File: src/rtl/mft_pkg.sv
`timescale 1ns / 1ps
`default_nettype none
package mft_pkg;

	localparam int SCREEN_WIDTH = 320;
	localparam int HALF_WIDTH = SCREEN_WIDTH / 2;
	localparam int TILE_SIDE = 64;
	localparam int TILE_BITS = $clog2(TILE_SIDE);
	localparam int ADDR_BITS = 2 * TILE_BITS;

	localparam int DIST_NW = 32;
	localparam int DIST_DW = 10;
	localparam int HS_NW = 48;
	localparam int HS_DW = 32;

	localparam logic signed [31:0] FX_MAX = 32'sh7FFF_FFFF;
	localparam logic signed [31:0] FX_NMAX = 32'sh8000_0001;
	localparam logic signed [65:0] SAT_HI = 66'sd2147483647;
	localparam logic signed [65:0] SAT_LO = -66'sd2147483648;

	localparam logic OP_LOAD = 1'b0;
	localparam logic OP_RENDER = 1'b1;

	typedef enum logic [3:0] {
		REG_CAMERA_HEIGHT = 4'd0,
		REG_HORIZON_OFFSET = 4'd1,
		REG_SCALE_ACROSS = 4'd2,
		REG_SCALE_DEPTH = 4'd3,
		REG_CAMERA_POS_X = 4'd4,
		REG_CAMERA_POS_Y = 4'd5,
		REG_VIEW_COSINE = 4'd6,
		REG_VIEW_SINE = 4'd7
	} reg_idx_t;

	typedef struct packed {
		logic signed [31:0] camera_height;
		logic signed [9:0] horizon_offset;
		logic signed [31:0] scale_across;
		logic signed [31:0] scale_depth;
		logic signed [31:0] camera_pos_x;
		logic signed [31:0] camera_pos_y;
		logic signed [17:0] view_cosine;
		logic signed [17:0] view_sine;
	} cfg_t;

	typedef struct packed {
		logic op;
		logic [ADDR_BITS-1:0] addr;
		logic [7:0] texel;
		logic [8:0] px;
		logic [7:0] py;
	} item_t;

	function automatic logic signed [31:0] sat32(input logic signed [65:0] v);
		logic signed [31:0] r;
		if (v > SAT_HI) begin
			r = FX_MAX;
		end else if (v < SAT_LO) begin
			r = 32'sh8000_0000;
		end else begin
			r = v[31:0];
		end
		return r;
	endfunction

endpackage
`default_nettype wire

File: src/rtl/mft_front.sv
`timescale 1ns / 1ps
`default_nettype none
module mft_front
	import mft_pkg::*;
(
	input  wire logic clk,
	input  wire logic arst_n,
	input  wire logic push,
	output logic full,
	input  wire logic operation,
	input  wire logic [5:0] tile_col,
	input  wire logic [5:0] tile_row,
	input  wire logic [7:0] texel_value,
	input  wire logic [8:0] pixel_col,
	input  wire logic [7:0] pixel_row,
	input  wire logic take,
	output logic avail,
	output item_t head
);

	item_t fifo_q [4];
	logic [1:0] wr_ptr_q, rd_ptr_q;
	logic [2:0] cnt_q;
	item_t in_item;
	logic wr, rd;

	always_comb begin
		in_item.op = operation;
		in_item.addr = (operation == OP_LOAD) ? {tile_row, tile_col} : '0;
		in_item.texel = texel_value;
		in_item.px = pixel_col;
		in_item.py = pixel_row;
	end

	assign full = (cnt_q == 3'd4);
	assign avail = (cnt_q != 3'd0);
	assign head = fifo_q[rd_ptr_q];
	assign wr = push && !full;
	assign rd = take && avail;

	always_ff @(posedge clk) begin
		if (wr) begin
			fifo_q[wr_ptr_q] <= in_item;
		end
	end

	always_ff @(posedge clk or negedge arst_n) begin
		if (!arst_n) begin
			wr_ptr_q <= '0;
			rd_ptr_q <= '0;
			cnt_q <= '0;
		end else begin
			if (wr) wr_ptr_q <= wr_ptr_q + 2'd1;
			if (rd) rd_ptr_q <= rd_ptr_q + 2'd1;
			cnt_q <= cnt_q + {2'b0, wr} - {2'b0, rd};
		end
	end

endmodule
`default_nettype wire

File: config.mk
export PLATFORM = sky130hd
export DESIGN_NAME = mft_front
export DESIGN_NICKNAME = d
export VERILOG_FILES = /design/src/rtl/mft_pkg.sv /design/src/rtl/mft_front.sv
export SDC_FILE = /design/constraint.sdc
export NUM_CORES = 1
export LEC_CHECK = 0
export BUFFER_PORTS_ARGS = -buffer_cell sky130_fd_sc_hd__buf_2
export CAP_MARGIN = 5
export CORE_UTILIZATION = 50
export CTS_BUF_LIST = sky130_fd_sc_hd__clkbuf_8
export CTS_CLUSTER_SIZE = 10
export DETAILED_ROUTE_END_ITERATION = 6
export PLACE_DENSITY_LB_ADDON = 0.05
export SLEW_MARGIN = 20
export SYNTH_ARGS = -nofsm -noshare
export SYNTH_HDL_FRONTEND = slang
export SYNTH_SLANG_ARGS = --single-unit
File: constraint.sdc
create_clock -name clk -period 2 [get_ports clk]
set_clock_uncertainty 0.05 [all_clocks]
set_input_delay 0.1 -clock clk [delete_from_list [all_inputs] [get_ports clk]]
set_output_delay 0.1 -clock clk [all_outputs]
set_load 0.1 [all_outputs]
==> impl_results.html <==
<table>
<tr><th>Metric</th><th>Value</th></tr>
<tr><th colspan="2">Outcome</th></tr>
<tr><td>Result of the run</td><td>finished, violations left</td></tr>
<tr><td>Violated checks</td><td>design-rule violations, negative setup slack</td></tr>
<tr><th colspan="2">Clock tree</th></tr>
<tr><td>Number of levels in the clock H-tree</td><td>4</td></tr>
<tr><td>Insertion delay of the later-clocked pin in the worst-skew pair</td><td>0.45 ns</td></tr>
<tr><td>Clock slew at the register clock pins of the worst setup and hold paths</td><td>0.08 ns</td></tr>
<tr><td>TritonCTS Buffers</td><td>17</td></tr>
<tr><td>CTS sink count</td><td>159</td></tr>
<tr><td>Cell at the root of the clock tree</td><td>sky130_fd_sc_hd__clkbuf_8</td></tr>
<tr><td>Buffers from clock root to sink, at most</td><td>2</td></tr>
<tr><td>CTS tree</td><td>done</td></tr>
<tr><th colspan="2">Synth</th></tr>
<tr><td>Mapped cell area</td><td>6080 µm²</td></tr>
<tr><td>Number of warnings reported in the yosys synthesis log</td><td>0</td></tr>
<tr><td>Cells after Synth</td><td>252</td></tr>
<tr><td>Avg Inst Size Synth</td><td>24.1 µm²</td></tr>
<tr><td>Flop and latch count out of synthesis</td><td>159</td></tr>
<tr><td>Share of the yosys chip area belonging to registers</td><td>0.779</td></tr>
<tr><td>Netlist cell types</td><td>23</td></tr>
<tr><td>Post-synthesis net count</td><td>301</td></tr>
<tr><th colspan="2">Place</th></tr>
<tr><td>Instance area at placement</td><td>6760 µm²</td></tr>
<tr><td>HPWL after DPL</td><td>6.06 mm</td></tr>
<tr><td>Placer's final routability congestion estimate</td><td>0.726</td></tr>
<tr><td>Input/output buffers</td><td>81</td></tr>
<tr><td>Placed Cells</td><td>484</td></tr>
<tr><td>Setup WS pre-CTS</td><td>-0.0547 ns</td></tr>
<tr><th colspan="2">Finish</th></tr>
<tr><td>Area growth syn-to-layout</td><td>30.9%</td></tr>
<tr><td>Diode insertion count for antenna repair</td><td>0</td></tr>
<tr><td>Most frequent standard cell in the layout excluding fill and tap cells</td><td>sky130_fd_sc_hd__edfxtp_1</td></tr>
<tr><td>Final Instance Area</td><td>7960 µm²</td></tr>
<tr><td>Highest-count cells in the layout ignoring fill and taps</td><td>sky130_fd_sc_hd__edfxtp_1 (152), sky130_fd_sc_hd__buf_2 (41), sky130_fd_sc_hd__mux4_2 (38)</td></tr>
<tr><td>Number of non-filler instances in the completed layout</td><td>564</td></tr>
<tr><td>Share of layout cells above drive strength 1</td><td>0.435</td></tr>
<tr><td>Fillers</td><td>778</td></tr>
<tr><td>Nets</td><td>459</td></tr>
<tr><th colspan="2">Global routing</th></tr>
<tr><td>Number of antenna violations at the first check in global routing</td><td>0</td></tr>
<tr><td>Vias in the first global route</td><td>3205</td></tr>
<tr><td>All-Layer GR Usage</td><td>0.189</td></tr>
<tr><td>Wire length of the first global-routing pass</td><td>17.0 mm</td></tr>
<tr><td>Aggregate global routing overflow</td><td>0</td></tr>
<tr><td>Largest net degree at the start of global routing</td><td>29</td></tr>
<tr><th colspan="2">Setup path</th></tr>
<tr><td>Critical path start-end classification</td><td>reg -&gt; reg</td></tr>
<tr><td>Maximum net fanout on the critical path</td><td>4</td></tr>
<tr><td>Type of element launching the critical path</td><td>register</td></tr>
<tr><td>Worst setup EP type</td><td>register</td></tr>
<tr><td>Arrival time worst endpoint</td><td>2.32 ns</td></tr>
<tr><td>Cell depth of the worst flop-to-flop path</td><td>8</td></tr>
<tr><td>Crit path required time</td><td>2.29 ns</td></tr>
<tr><th colspan="2">Floorplan</th></tr>
<tr><td>Area of the die</td><td>12600 µm²</td></tr>
<tr><td>Die width</td><td>112 µm</td></tr>
<tr><td>Initial core utilization</td><td>0.524</td></tr>
<tr><td>Height of the die</td><td>112 µm</td></tr>
<tr><td>Standard-cell rows</td><td>39</td></tr>
<tr><td>Ports placed on the boundary</td><td>82</td></tr>
<tr><td>Std-Cell Core Area</td><td>11600 µm²</td></tr>
<tr><th colspan="2">Routing</th></tr>
<tr><td>Number of routed nets with antenna violations</td><td>0</td></tr>
<tr><td>DRC violations left</td><td>7</td></tr>
<tr><td>Violation count after the first detailed-routing iteration</td><td>199</td></tr>
<tr><td>Detailed-route wire length</td><td>10.8 mm</td></tr>
<tr><td>Via density per instance</td><td>5.40</td></tr>
<tr><td>Average wire per cell in the routed design</td><td>19.2 µm</td></tr>
<tr><td>Vias</td><td>3046</td></tr>
<tr><td>Number of detailed-route iterations in the first pass</td><td>6</td></tr>
<tr><th colspan="2">STA</th></tr>
<tr><td>Unrepaired setup endpoints after global routing</td><td>yes</td></tr>
<tr><td>Count of pins over their slew limit</td><td>0</td></tr>
<tr><td>Highest clock frequency the design can meet</td><td>492 MHz</td></tr>
<tr><td>Share of the cycle needed by the critical path after routing</td><td>1.02</td></tr>
<tr><td>Final hold violations</td><td>0</td></tr>
<tr><td>Slew at the pin closest to its max-slew limit</td><td>0.454 ns</td></tr>
<tr><td>Clock period minus final worst setup slack</td><td>2.03 ns</td></tr>
<tr><td>Final setup margin</td><td>-0.0313 ns</td></tr>
<tr><td>Rel. slew slack</td><td>0.694</td></tr>
<tr><td>Setup-violating endpoint count in the final report</td><td>28</td></tr>
<tr><th colspan="2">Min path</th></tr>
<tr><td>Cell count of the worst hold path</td><td>2</td></tr>
<tr><td>Hold Crit Class</td><td>in -&gt; reg</td></tr>
<tr><th colspan="2">Flow run</th></tr>
<tr><td>Max-cap viol count</td><td>0</td></tr>
</table>
final timing paths:
path,end,startpoint,slack (ns)
min reg2reg,wr_ptr_q[1],wr_ptr_q[1],0.56
max,cnt_q[2],cnt_q[2],-0.03
min,fifo_q[3][28],tile_col[3],0.03
max in group asynchronous,rd_ptr_q[1],arst_n,1.05
min in group asynchronous,cnt_q[2],arst_n,0.56
max reg2reg,cnt_q[2],cnt_q[2],-0.03
timing repair:
| item | CTS | global route |
|---|---|---|
| resized for setup | 79 | 9 |
| cloned | 2 | 3 |
| hold buffers | 37 | 0 |
| endpoints found under the setup margin | 39 | 41 |
| pin swaps | 1 | 2 |
| hold endpoints to repair | 142 | 0 |
| buffers inserted | 7 | 1 |
cells by family (layout without fill, tap and decap cells):
kind of cell,count (synthesis),in the layout,synth area share
mux,38,38,0.141
compound gates,4,4,0.00535
fa+ha+maj,7,7,0.0156
buf+inv,15,184,0.0224
xor+xnor,4,4,0.00576
simple gates,25,25,0.0307
flops,159,159,0.779
registers in the layout (all words and copies together), names as in the netlist:
signal,count
fifo_q,152
cnt_q,3
rd_ptr_q,2
wr_ptr_q,2
final cells by class:
| type | instances | area (µm²) | share of cell area |
|---|---|---|---|
| clock buffer | 17 | 234 | 0.0294 |
| clock inverter | 13 | 106 | 0.0134 |
| inverter | 5 | 18.8 | 0.00236 |
| multi-input combinational | 78 | 1220 | 0.153 |
| sequential | 159 | 4740 | 0.596 |
| tap | 143 | 179 | 0.0225 |
| timing repair buffer | 149 | 1460 | 0.183 |
per-stage QoR:
stage | hold slack (ns) | setup TNS (ns) | utilization
detailed placement | -0.101 | -0.0547 | 0.582
floorplan | -0.246 | -46.83 | -
global route | 0.0158 | -3.03 | 0.685
CTS | 0.000980 | -2.06 | 0.675
finish | 0.0266 | -0.450 | 0.685
global placement | -0.103 | -0.00340 | 0.582
worst max-delay path: stages, from the launching register on:
cell	delay [ns]
sky130_fd_sc_hd__dfrtp_1	0.42
sky130_fd_sc_hd__o31a_1	0.33
sky130_fd_sc_hd__ha_1	0.27
sky130_fd_sc_hd__inv_1	0.06
sky130_fd_sc_hd__ha_1	0.13
sky130_fd_sc_hd__inv_1	0.05
sky130_fd_sc_hd__fa_2	0.34
sky130_fd_sc_hd__xnor2_2	0.14
sky130_fd_sc_hd__xnor2_1	0.12
routing by layer:
layer / routed length (µm) / share of wire / GRT usage / vias to the layer above
met4: 192 / 0.018 / 0.0853 / 0
li1: - / - / - / 1363
met1: 4590 / 0.42 / 0.238 / 1573
met3: 565 / 0.052 / 0.0497 / 19
met2: 5490 / 0.51 / 0.312 / 91
met5: 0 / 0 / 0 / -
synthesized netlist by cell type (all sizes together):
cell type | n | share of area
or3 | 1 | 0.0010
nor3b | 1 | 0.0031
buf | 9 | 0.019
ha | 6 | 0.012
xor2 | 1 | 0.0014
o31a | 1 | 0.0014
o311ai | 1 | 0.0014
nor2b | 12 | 0.012
inv | 5 | 0.0031
edfxtp | 152 | 0.75
clkbuf | 1 | 0.00062
fa | 1 | 0.0033
nand4bb | 2 | 0.0037
xnor2 | 3 | 0.0043
o211ai | 2 | 0.0025
nand2b | 4 | 0.0041
mux4 | 38 | 0.14
nand2 | 1 | 0.00062
dfrtp | 7 | 0.029
and3b | 4 | 0.0058
Power is not shown: default switching activity piles up to over one toggle a cycle in this logic, so the estimate is an artifact.
